--- src/rtl/pidc_pkg.sv ---
// Shared types and constants for the clamped PID controller.
// Used by every module under rtl; depends on nothing.
package pidc_pkg;

  // Field widths
  localparam int unsigned DATA_W = 16;
  localparam int unsigned ERR_W  = 17;
  localparam int unsigned DIFF_W = 18;
  localparam int unsigned SUM_W  = 24;
  localparam int unsigned OFS_W  = 15;
  localparam int unsigned CFG_W  = 24;
  localparam int unsigned IDX_W  = 3;

  // Product and accumulation widths
  localparam int unsigned PP_W  = DATA_W + ERR_W;
  localparam int unsigned PI_W  = DATA_W + SUM_W;
  localparam int unsigned PD_W  = DATA_W + DIFF_W;
  localparam int unsigned RAW_W = PI_W + 2;
  localparam int unsigned Y_W   = RAW_W + 1;

  // Register indexes
  localparam logic [IDX_W-1:0] REG_PROP_GAIN  = 3'd0;
  localparam logic [IDX_W-1:0] REG_INTEG_GAIN = 3'd1;
  localparam logic [IDX_W-1:0] REG_DERIV_GAIN = 3'd2;
  localparam logic [IDX_W-1:0] REG_OUT_OFFSET = 3'd3;
  localparam logic [IDX_W-1:0] REG_OUT_UPPER  = 3'd4;
  localparam logic [IDX_W-1:0] REG_OUT_LOWER  = 3'd5;
  localparam logic [IDX_W-1:0] REG_SUM_UPPER  = 3'd6;
  localparam logic [IDX_W-1:0] REG_SUM_LOWER  = 3'd7;

  // Configuration bundle
  typedef struct packed {
    logic signed [DATA_W-1:0] prop_gain;
    logic signed [DATA_W-1:0] integ_gain;
    logic signed [DATA_W-1:0] deriv_gain;
    logic        [OFS_W-1:0]  output_offset;
    logic signed [DATA_W-1:0] output_upper;
    logic signed [DATA_W-1:0] output_lower;
    logic signed [SUM_W-1:0]  sum_upper;
    logic signed [SUM_W-1:0]  sum_lower;
  } pidc_cfg_t;

  // Input item
  typedef struct packed {
    logic signed [DATA_W-1:0] setpoint;
    logic signed [DATA_W-1:0] measured;
    logic                     clear;
  } pidc_in_t;

  // Error stage result
  typedef struct packed {
    logic signed [ERR_W-1:0]  err;
    logic signed [SUM_W-1:0]  sum;
    logic signed [DIFF_W-1:0] diff;
    logic                     clr;
  } pidc_err_t;

  // Product stage result
  typedef struct packed {
    logic signed [PP_W-1:0] p;
    logic signed [PI_W-1:0] i;
    logic signed [PD_W-1:0] d;
    logic                   clr;
  } pidc_prod_t;

endpackage

--- src/rtl/pidc_err.sv ---
// Input register and error stage: error, clamped integral, error difference.
// Holds the controller state. Depends on pidc_pkg.
module pidc_err
  import pidc_pkg::*;
(
  input  logic       clk,
  input  logic       rst_n,
  input  pidc_cfg_t  cfg,
  input  logic       in_valid,
  output logic       in_ready,
  input  pidc_in_t   in_item,
  output logic       out_valid,
  input  logic       out_ready,
  output pidc_err_t  out_item
);

  logic                     in_v_r;
  pidc_in_t                 in_r;
  logic                     st_v_r;
  pidc_err_t                st_r;
  logic signed [ERR_W-1:0]  prev_err_r;
  logic signed [SUM_W-1:0]  err_sum_r;

  logic                     st_ready;
  logic                     adv;
  logic signed [ERR_W-1:0]  err;
  logic signed [SUM_W:0]    sum_acc;
  logic signed [SUM_W:0]    sum_clamped;
  logic signed [SUM_W-1:0]  sum_nxt;
  pidc_err_t                st_nxt;

  // Stage handshake
  assign st_ready = !st_v_r || out_ready;
  assign adv      = in_v_r && st_ready;
  assign in_ready = !in_v_r || st_ready;

  // Error and integral update
  always_comb begin
    err         = ERR_W'(in_r.setpoint) - ERR_W'(in_r.measured);
    sum_acc     = (SUM_W+1)'(err_sum_r) + (SUM_W+1)'(err);
    sum_clamped = sum_acc;
    if (sum_clamped > (SUM_W+1)'(cfg.sum_upper)) sum_clamped = (SUM_W+1)'(cfg.sum_upper);
    if (sum_clamped < (SUM_W+1)'(cfg.sum_lower)) sum_clamped = (SUM_W+1)'(cfg.sum_lower);
    if (cfg.integ_gain != '0) begin
      sum_nxt = sum_clamped[SUM_W-1:0];
    end else begin
      sum_nxt = '0;
    end
    if (in_r.clear) begin
      st_nxt.err  = '0;
      st_nxt.sum  = '0;
      st_nxt.diff = '0;
      st_nxt.clr  = 1'b1;
    end else begin
      st_nxt.err  = err;
      st_nxt.sum  = sum_nxt;
      st_nxt.diff = DIFF_W'(err) - DIFF_W'(prev_err_r);
      st_nxt.clr  = 1'b0;
    end
  end

  // Advance valid flags and state
  always_ff @(posedge clk) begin
    if (!rst_n) begin
      in_v_r     <= 1'b0;
      st_v_r     <= 1'b0;
      prev_err_r <= '0;
      err_sum_r  <= '0;
    end else begin
      in_v_r <= (in_valid && in_ready) || (in_v_r && !st_ready);
      st_v_r <= adv || (st_v_r && !out_ready);
      if (adv) begin
        prev_err_r <= st_nxt.err;
        err_sum_r  <= st_nxt.sum;
      end
    end
  end

  // Hold payloads
  always_ff @(posedge clk) begin
    if (in_valid && in_ready) in_r <= in_item;
    if (adv) st_r <= st_nxt;
  end

  assign out_valid = st_v_r;
  assign out_item  = st_r;

endmodule

--- src/rtl/pidc_mul.sv ---
// Product stage: the three gain multiplies, registered.
// Depends on pidc_pkg.
module pidc_mul
  import pidc_pkg::*;
(
  input  logic        clk,
  input  logic        rst_n,
  input  pidc_cfg_t   cfg,
  input  logic        in_valid,
  output logic        in_ready,
  input  pidc_err_t   in_item,
  output logic        out_valid,
  input  logic        out_ready,
  output pidc_prod_t  out_item
);

  logic        v_r;
  pidc_prod_t  prod_r;
  pidc_prod_t  prod_nxt;
  logic        adv;

  assign in_ready = !v_r || out_ready;
  assign adv      = in_valid && in_ready;

  // Multiply each term by its gain
  always_comb begin
    prod_nxt.p   = PP_W'(cfg.prop_gain)  * PP_W'(in_item.err);
    prod_nxt.i   = PI_W'(cfg.integ_gain) * PI_W'(in_item.sum);
    prod_nxt.d   = PD_W'(cfg.deriv_gain) * PD_W'(in_item.diff);
    prod_nxt.clr = in_item.clr;
  end

  always_ff @(posedge clk) begin
    if (!rst_n) begin
      v_r <= 1'b0;
    end else begin
      v_r <= adv || (v_r && !out_ready);
    end
  end

  always_ff @(posedge clk) begin
    if (adv) prod_r <= prod_nxt;
  end

  assign out_valid = v_r;
  assign out_item  = prod_r;

endmodule

--- src/rtl/pidc_out.sv ---
// Output stage: sum products, floor-scale, apply offset and saturate.
// Depends on pidc_pkg.
module pidc_out
  import pidc_pkg::*;
#(
  parameter int FRAC_BITS = 8
) (
  input  logic                      clk,
  input  logic                      rst_n,
  input  pidc_cfg_t                 cfg,
  input  logic                      in_valid,
  output logic                      in_ready,
  input  pidc_prod_t                in_item,
  output logic                      out_valid,
  input  logic                      out_ready,
  output logic signed [DATA_W-1:0]  out_drive
);

  logic                      v_r;
  logic signed [DATA_W-1:0]  drive_r;
  logic signed [DATA_W-1:0]  drive_nxt;
  logic signed [RAW_W-1:0]   raw;
  logic signed [RAW_W-1:0]   scaled;
  logic signed [Y_W-1:0]     y;
  logic                      adv;

  assign in_ready = !v_r || out_ready;
  assign adv      = in_valid && in_ready;

  // Combine terms, push away from zero, clip to the limits; a clear drives zero
  always_comb begin
    raw    = RAW_W'(in_item.p) + RAW_W'(in_item.i) + RAW_W'(in_item.d);
    scaled = raw >>> FRAC_BITS;
    y      = Y_W'(scaled);
    if (raw > 0) y = y + Y_W'({1'b0, cfg.output_offset});
    if (raw < 0) y = y - Y_W'({1'b0, cfg.output_offset});
    if (y > Y_W'(cfg.output_upper)) y = Y_W'(cfg.output_upper);
    if (y < Y_W'(cfg.output_lower)) y = Y_W'(cfg.output_lower);
    if (in_item.clr) begin
      drive_nxt = '0;
    end else begin
      drive_nxt = y[DATA_W-1:0];
    end
  end

  always_ff @(posedge clk) begin
    if (!rst_n) begin
      v_r <= 1'b0;
    end else begin
      v_r <= adv || (v_r && !out_ready);
    end
  end

  always_ff @(posedge clk) begin
    if (adv) drive_r <= drive_nxt;
  end

  assign out_valid = v_r;
  assign out_drive = drive_r;

endmodule

--- src/rtl/pid_controller_clamped.sv ---
// Top level of the clamped positional PID controller: configuration
// registers and the error, product and output stages. Depends on pidc_pkg.
//
//   channel  direction  handshake            payload
//   in_      input      in_valid / in_ready  in_setpoint, in_measured, in_clear
//   out_     output     out_valid/out_ready  out_drive
//   cfg_     input      cfg_we               cfg_index, cfg_wdata
//
// One item per cycle sustained while out_ready is high; an item passes the
// input register, then the error, multiply and output registers, to out_valid.
// The error stage updates the kept error and integral as an item advances.
// Reset is synchronous, clears valid flags and state, and sets default config.
// Each stage holds its item while the next one is full and stalled, so
// in_ready stays high as long as any stage has room.
module pid_controller_clamped
  import pidc_pkg::*;
#(
  parameter int FRAC_BITS = 8
) (
  input  logic                      clk,
  input  logic                      rst_n,
  input  logic                      in_valid,
  output logic                      in_ready,
  input  logic signed [DATA_W-1:0]  in_setpoint,
  input  logic signed [DATA_W-1:0]  in_measured,
  input  logic                      in_clear,
  output logic                      out_valid,
  input  logic                      out_ready,
  output logic signed [DATA_W-1:0]  out_drive,
  input  logic                      cfg_we,
  input  logic [IDX_W-1:0]          cfg_index,
  input  logic [CFG_W-1:0]          cfg_wdata
);

  pidc_cfg_t   cfg_r;
  pidc_in_t    in_item;
  pidc_err_t   err_item;
  pidc_prod_t  prod_item;
  logic        err_valid;
  logic        err_ready;
  logic        prod_valid;
  logic        prod_ready;

  // Configuration registers
  always_ff @(posedge clk) begin
    if (!rst_n) begin
      cfg_r.prop_gain     <= '0;
      cfg_r.integ_gain    <= '0;
      cfg_r.deriv_gain    <= '0;
      cfg_r.output_offset <= '0;
      cfg_r.output_upper  <= 16'sh7FFF;
      cfg_r.output_lower  <= 16'sh8000;
      cfg_r.sum_upper     <= 24'sh7FFFFF;
      cfg_r.sum_lower     <= 24'sh800000;
    end else if (cfg_we) begin
      unique case (cfg_index)
        REG_PROP_GAIN:  cfg_r.prop_gain     <= cfg_wdata[DATA_W-1:0];
        REG_INTEG_GAIN: cfg_r.integ_gain    <= cfg_wdata[DATA_W-1:0];
        REG_DERIV_GAIN: cfg_r.deriv_gain    <= cfg_wdata[DATA_W-1:0];
        REG_OUT_OFFSET: cfg_r.output_offset <= cfg_wdata[OFS_W-1:0];
        REG_OUT_UPPER:  cfg_r.output_upper  <= cfg_wdata[DATA_W-1:0];
        REG_OUT_LOWER:  cfg_r.output_lower  <= cfg_wdata[DATA_W-1:0];
        REG_SUM_UPPER:  cfg_r.sum_upper     <= cfg_wdata[SUM_W-1:0];
        REG_SUM_LOWER:  cfg_r.sum_lower     <= cfg_wdata[SUM_W-1:0];
        default: ;
      endcase
    end
  end

  // Pack the input item
  assign in_item.setpoint = in_setpoint;
  assign in_item.measured = in_measured;
  assign in_item.clear    = in_clear;

  pidc_err u_err (
    .clk       (clk),
    .rst_n     (rst_n),
    .cfg       (cfg_r),
    .in_valid  (in_valid),
    .in_ready  (in_ready),
    .in_item   (in_item),
    .out_valid (err_valid),
    .out_ready (err_ready),
    .out_item  (err_item)
  );

  pidc_mul u_mul (
    .clk       (clk),
    .rst_n     (rst_n),
    .cfg       (cfg_r),
    .in_valid  (err_valid),
    .in_ready  (err_ready),
    .in_item   (err_item),
    .out_valid (prod_valid),
    .out_ready (prod_ready),
    .out_item  (prod_item)
  );

  pidc_out #(
    .FRAC_BITS (FRAC_BITS)
  ) u_out (
    .clk       (clk),
    .rst_n     (rst_n),
    .cfg       (cfg_r),
    .in_valid  (prod_valid),
    .in_ready  (prod_ready),
    .in_item   (prod_item),
    .out_valid (out_valid),
    .out_ready (out_ready),
    .out_drive (out_drive)
  );

endmodule
--- config.mk ---
export PLATFORM = sky130hd
export DESIGN_NAME = pid_controller_clamped
export DESIGN_NICKNAME = d
export VERILOG_FILES = /design/src/rtl/pidc_pkg.sv /design/src/rtl/pidc_err.sv /design/src/rtl/pidc_mul.sv /design/src/rtl/pidc_out.sv /design/src/rtl/pid_controller_clamped.sv
export SDC_FILE = /design/constraint.sdc
export NUM_CORES = 2
export LEC_CHECK = 0
export BUFFER_PORTS_ARGS = -buffer_cell sky130_fd_sc_hd__buf_2
export CAP_MARGIN = 40
export CORE_MARGIN = 4
export CORE_UTILIZATION = 50
export DETAILED_ROUTE_END_ITERATION = 8
export GPL_TIMING_DRIVEN = 0
export PLACE_DENSITY = 0.79
export SYNTH_ARGS = -nofsm -noshare
export SYNTH_HDL_FRONTEND = slang
export SYNTH_SLANG_ARGS = --single-unit
--- constraint.sdc ---
create_clock -name clk -period 12.9 [get_ports clk]
set_input_delay 3.225 -clock clk [delete_from_list [all_inputs] [get_ports clk]]
set_output_delay 3.225 -clock clk [all_outputs]
set_load 0.02 [all_outputs]
# Word-level counts from Yosys, hierarchy flattened
# Cells that the tools add are included.
# totals
in_bits,65
reg_bits,405
word_cells,91
out_inout_bits,18
# op_classes
n_reduce_logical,34
add_sub_neg,7
n_mux,8
n_eq_ne,7
magnitude_cmp,6
n_mul,3
# op_table
op,count
two-way mux 43 bit,3
two-way mux 60 bit,1
two-way mux 24 bit,2
greater-than comparator 43 x 16 -> 1 bit,1
less-than comparator 43 x 16 -> 1 bit,1
subtractor 43 x 15 -> 43 bit,1
adder 41 x 34 -> 42 bit,1
greater-than comparator 42 x 1 -> 1 bit (second input constant),1
less-than comparator 42 x 1 -> 1 bit (second input constant),1
adder 33 x 40 -> 41 bit,1
multiplier 16 x 24 -> 40 bit,1
adder 34 x 16 -> 35 bit,1
multiplier 16 x 18 -> 34 bit,1
multiplier 16 x 17 -> 33 bit,1
adder 24 x 17 -> 25 bit,1
greater-than comparator 25 x 24 -> 1 bit,1
less-than comparator 25 x 24 -> 1 bit,1
two-way mux 25 bit,1
subtractor 17 x 17 -> 18 bit,1
subtractor 16 x 16 -> 17 bit,1
two-way mux 16 bit,1
AND reduction 2 bit,8
nonzero test 16 bit,1
== test 3 bit (second input constant),4
other kinds (6),28

# Logic depth before layout (Yosys ltp)
# depth
word_depth,10
mapped_depth,65
mapped_depth_nobuf,59

# Hierarchy
# Synthesis repeated with hierarchy kept, for this count alone.
# hier_totals
hier_cells,6958
hier_area_um2,63340.7
# by_module_without_submodules
mod,seq_area_each_um2,area_per_inst_um2,cells_per_inst,instances
pidc_mul,3263.1,38295.5,4066,1
pidc_out,500.5,10209.8,1365,1
pidc_err,3653.5,9374.0,1001,1
pid_controller_clamped,2862.7,5461.5,526,1

# Worst setup path before layout
# Ideal clock, no wire load.
# synth_path
path_type,register -> register
from,register u_mul.prod_r (netlist bit u_mul.out_item[2])
to,"register u_out.drive_r[10], in the netlist u_out.out_drive[10] (data pin)"
path_stages_with_launch,64
slack_ps,744
path_buffers,5
arrival_time_ps,12009
synth_period_minus_slack_ps,12156
setup_time_ps,147
t_required_ps,12753
path_cell_list,edfxtp_1 > fa_1 > ha_1 > fa_1 > a211oi_2 > o21ai_2 > o211ai_2 > a21oi_2 > a31oi_1 > xnor2_1 > or4b_4 > nor4_4 > nand4_2 > o21ai_1 > buf_2 > mux2i_1 > ha_1 > inv_1 > (+28 left out) > clkbuf_1 > a21boi_0 > ha_1 > a21o_1 > a21o_1 > a21o_1 > a21oi_1 > nor2b_1 > o21ai_0 > nand2b_1 > a21oi_1 > o21ai_0 > a21oi_1 > o21ai_0 > a21boi_1 > clkbuf_1 > nand3_1 > a21oi_1
# synth_between
elab_chain_len,9
elab_cells_between_ends,11
classes_between,3 x add/sub; 4 x order compare; 4 x mux
# synth_rtl
element,line_no,text
from (decl),pidc_mul.sv:18,pidc_prod_t prod_r;
from (signal assigned),pidc_mul.sv:42,if (adv) prod_r <= prod_nxt;
adder 41 x 34 -> 42 bit (*),pidc_out.sv:32,raw = RAW_W'(in_item.p) + RAW_W'(in_item.i) + RAW_W'(in_item.d);
adder 34 x 16 -> 35 bit or greater-than comparator 42 x 1 -> 1 bit (tied branches),pidc_out.sv:35,"if (raw > 0) y = y + Y_W'({1'b0, cfg.output_offset});"
two-way mux 43 bit,pidc_out.sv:35,
subtractor 43 x 15 -> 43 bit,pidc_out.sv:36,"if (raw < 0) y = y - Y_W'({1'b0, cfg.output_offset});"
two-way mux 43 bit (*),pidc_out.sv:36,
greater-than comparator 43 x 16 -> 1 bit,pidc_out.sv:37,if (y > Y_W'(cfg.output_upper)) y = Y_W'(cfg.output_upper);
two-way mux 43 bit (*),pidc_out.sv:37,
less-than comparator 43 x 16 -> 1 bit,pidc_out.sv:38,if (y < Y_W'(cfg.output_lower)) y = Y_W'(cfg.output_lower);
two-way mux 16 bit (*),pidc_out.sv:38,
to (signal assigned),pidc_out.sv:55,if (adv) drive_r <= drive_nxt;
to (decl),pidc_out.sv:20,logic signed [DATA_W-1:0] drive_r;
# Mark *: on every way between the ends. The rest lies on a longest branch, timed or not.
# A chain may end at the register's enable or synchronous reset.

# Worst setup path after layout
# layout_path
from,register u_mul.prod_r (netlist bit u_mul.out_item[2])
to,"register u_out.drive_r[0], in the netlist u_out.out_drive[0] (data pin)"
# Same word-level chain as after synthesis.

==> impl_table.tex <==
\begin{tabular}{lr}
\hline
Metric & Value \\
\hline
\multicolumn{2}{l}{\textbf{Routing}} \\
\quad Wire length per cell & 21.2 um \\
\quad Number of detailed-routing iterations run before antenna repair & 8 \\
\quad DR vias/cell & between 5 and 6 \\
\quad Drt drc & 0 \\
\quad Overall routed net length & roughly 180 mm \\
\quad Antenna violation net count after detailed routing & 0 \\
\quad Initial DRC Count & between 4k and 5k \\
\quad Overall via count from detail\_route & between 40k and 50k \\
\multicolumn{2}{l}{\textbf{Job}} \\
\quad Max-Cap Viols & 0 \\
\multicolumn{2}{l}{\textbf{STA}} \\
\quad Achievable Freq & roughly 81 MHz \\
\quad Skew final & around 49 ps \\
\quad Final Worst Setup Slack & approximately 490 ps \\
\quad Post-layout min period & approximately 12000 ps \\
\quad Fin. max-slew vios & 0 \\
\quad Endpoints failing setup & 0 \\
\quad Count of final hold-check violations & 0 \\
\quad Summed negative setup slack over all endpoints & 0 ps \\
\quad Period utilisation layout & between 90 and 100\% \\
\quad Rel. slew slack & between 30\% and 40\% \\
\quad Slew of the pin with the lowest slew margin & approximately 880 ps \\
\multicolumn{2}{l}{\textbf{Floorplan}} \\
\quad Die footprint & $\sim$0.13 mm\^{}2 \\
\quad Std-Cell Core Area & 0.120 mm\^{}2 \\
\quad Starting density of the core & 50.5\% \\
\quad I/O Pins & between 80 and 90 \\
\quad Row Count & 127 \\
\quad Height of the die & about 360 um \\
\quad Die boundary width & approximately 360 um \\
\multicolumn{2}{l}{\textbf{Worst setup path}} \\
\quad Most repeated library cell on the critical path & a21o\_1 \\
\quad Data required, critical path & between 10000 and 15000 ps \\
\quad Type of element capturing the critical path & flop \\
\quad Kind of start point of the critical path & flop \\
\quad Peak fanout along the critical path & 7 \\
\quad Worst reg-to-reg path cell count & 60 \\
\quad CP max stage cell & or4\_1 \\
\quad Worst path max stage delay & 550 ps \\
\quad Critical path class & reg -> reg \\
\quad Worst R2R Setup Slack & between 400 and 500 ps \\
\quad Worst EP arrival & $\sim$13000 ps \\
\multicolumn{2}{l}{\textbf{Synthesis}} \\
\quad Warning count from the yosys run & 0 \\
\quad Area contributors post-synth & fa\_1 (32\%), ha\_1 (11\%), edfxtp\_1 (11\%) \\
\quad Netlist Area Pre-Place & 0.0608 mm\^{}2 \\
\quad Synthesized netlist net count & about 8k \\
\quad Count of different cell masters after synthesis & between 100 and 150 \\
\quad Number of flops mapped to enable cells by yosys & $\sim$220 \\
\quad Cell taking the most area after synthesis & fa\_1 \\
\quad Seq cells post-synth & around 410 \\
\quad Post-synthesis async set-or-reset flop share & 0\% \\
\quad Number of cells produced by synthesis & approximately 6.7k \\
\quad Average instance area after synthesis & about 9 um\^{}2 \\
\quad Top cells by instance count after synthesis & inv\_1 (1221), fa\_1 (986), nand2\_1 (977) \\
\quad Register area share after synthesis & 16.9\% \\
\quad Leading register cell type out of synthesis & edfxtp\_1 \\
\quad Most common cell in the synthesized netlist & inv\_1 \\
\quad Synth top area share & around a third \\
\multicolumn{2}{l}{\textbf{Power}} \\
\quad Static leakage & 28.4 nW \\
\quad Ratio of total power to cell area & slightly above 90 mW/mm\^{}2 \\
\quad Total power after layout & about 6.2 mW \\
\quad Worst IR Drop VDD & between 0.0001 and 0.00015 V \\
\multicolumn{2}{l}{\textbf{Final layout}} \\
\quad Share of final-layout standard cells stronger than drive strength 1 & 6.16\% \\
\quad Storage element area & 0.0103 mm\^{}2 \\
\quad Area of combinational cells with multiple inputs & 0.0453 mm\^{}2 \\
\quad Area added between synthesis and finish & 8.68\% \\
\quad Number of filler cells placed in the layout & roughly 11k \\
\quad Nets@finish & between 8k and 9k \\
\quad Number of cells in the finished layout apart from fillers & 8496 \\
\multicolumn{2}{l}{\textbf{Clock network}} \\
\quad TritonCTS clock tree & done \\
\quad Clock transition at the register clock pins on the worst setup and hold paths after CTS & 60 ps \\
\quad Clock latency reported for the late side of the worst-skew pair & 640 ps \\
\quad Number of buffers inserted for hold repair after clock tree synthesis & 0 \\
\quad Num CTS Buffers & 48 \\
\quad Root cell of the clock tree & clkbuf\_16 \\
\quad Max Buffers Root-to-Sink & 3 \\
\quad H-tree depth & 2 \\
\quad Sink count of the clock tree & between 400 and 500 \\
\multicolumn{2}{l}{\textbf{Min path}} \\
\quad Instance count along the most critical hold path & 2 \\
\quad Path class of the lowest-slack min-delay path & reg -> reg \\
\multicolumn{2}{l}{\textbf{GRT}} \\
\quad Number of global-route vias before repair & between 50k and 60k \\
\quad Number of antenna violations at the first check in global routing & 11 \\
\quad Overall track demand over capacity in global routing & 28.7\% \\
\quad Wire length of the first global-routing pass & between 200 and 300 mm \\
\quad Maximum number of pins on one net before global-route repair & between 50 and 60 \\
\quad Remaining Overflow, GRT & 0 \\
\multicolumn{2}{l}{\textbf{Placement}} \\
\quad Final GP Congestion & between 0.9 and 1 \\
\quad HPWL Detailed & between 100 and 150 mm \\
\quad Number of instances in the placed design & $\sim$8.4k \\
\quad Port-buffer cells & 64 \\
\quad Worst slack after detailed placement & -1900 ps \\
\multicolumn{2}{l}{\textbf{Status}} \\
\quad Status & finished, final reports clean \\
\hline
\end{tabular}
## per-layer routing
layer	wire length, um	global-route usage, %
met5	54	0
met4	10800	13.7
met3	17400	5.80
met2	81700	46.3
met1	69800	37.2
## placed cells by master (no fill, tap or decap), drive strengths merged, types with 11 or more instances in the layout
cell,instances
a211oi,21
buf,166
fa,986
nand4,45
a31oi,21
and2,389
nor2b,56
clkbuf,291
dfxtp,188
mux2,31
and3,25
nand2,979
nand3,79
o21ai,169
o21bai,28
o21a,32
inv,1228
or3,18
xnor2,179
edfxtp,217
a21o,116
a2111oi,11
nor3,50
a21oi,345
o211ai,56
a21boi,22
nand2b,101
clkinv,17
nor4,20
or2,16
xor2,57
o31ai,20
nor2,203
mux2i,25
ha,529
## repair_timing
action	CTS	global route
pin swaps	11	38
setup buffers	25	22
cloned	0	1
gates resized for setup	49	90
setup endpoints to repair	16	21
## critical path, delay by kind of cell, from the launching register on
| kind | cells | cell delay [ps] |
|---|---|---|
| buffers and inverters | 7 | 980 |
| flip-flops | 1 | 430 |
| adder cells (fa/ha/maj) | 7 | 2240 |
| XOR/XNOR | 2 | 470 |
| AO/OA/AOI/OAI | 31 | 5340 |
| AND/OR/NAND/NOR | 10 | 1750 |
| multiplexers | 3 | 850 |
## stage by stage
stage	utilization, %	hold WS, ps	instance area [um^2]
5_1_grt	54.9	479	66000
6_report	54.9	460	66000
4_1_cts	54.5	458	65500
3_5_place_dp	52.7	448	63400
3_3_place_gp	52.5	442	63100
2_1_floorplan	-	400	60800
## cell type report
| class | count | share of cell area, % |
|---|---|---|
| multi-input combinational | 4768 | 68.6 |
| clock inverter | 30 | 0.555 |
| antenna | 1 | 0.00379 |
| timing repair buffer | 130 | 1.48 |
| tap | 1612 | 3.05 |
| clock buffer | 60 | 2.01 |
| buffer | 267 | 1.74 |
| sequential | 405 | 15.6 |
| inverter | 1223 | 6.96 |
## cell families (layout without fill, tap and decap cells)
kind of cell,count (synthesis),in the layout,share of synthesized area (%)
AO/OA/AOI/OAI,944,944,10.0
multiplexers,56,56,0.986
adder cells (fa/ha/maj),1515,1515,43.4
flip-flops,405,405,16.9
XOR/XNOR,236,236,3.44
buffers and inverters,1490,1710,9.33
AND/OR/NAND/NOR,2017,2017,15.9
other,0,1,0
## worst paths after layout
path | startpoint | end
worst max register to register | u_mul.out_item[2]$_DFFE_PP_ | u_out.out_drive[0]$_SDFFCE_PP0P_
worst min-delay path | u_err.prev_err_r[13]$_SDFFE_PN0P_ | u_err.prev_err_r[13]$_SDFFE_PN0P_
worst max-delay path | u_mul.out_item[2]$_DFFE_PP_ | u_out.out_drive[0]$_SDFFCE_PP0P_
worst min register to register | u_err.prev_err_r[13]$_SDFFE_PN0P_ | u_err.prev_err_r[13]$_SDFFE_PN0P_
## registers in the layout, indices dropped and copies added, names as in the netlist
| register | count |
|---|---|
| u_err.err_sum_r | 24 |
| u_out.out_valid | 1 |
| u_err.prev_err_r | 17 |
| u_mul.out_item | 108 |
| u_mul.out_valid | 1 |
| u_err.out_valid | 1 |
| u_err.in_r | 33 |
| u_out.out_drive | 16 |
| u_err.in_v_r | 1 |
| u_err.out_item | 60 |
| cfg_r | 143 |
## power breakdown
group	total, mW	switching (mW)	leakage (nW)	internal (mW)
sequential	1.55	0.0962	3.59	1.46
combinational	3.15	1.90	24.0	1.25
clock	1.46	0.610	0.823	0.846
Power figures use the tool's default switching activity.
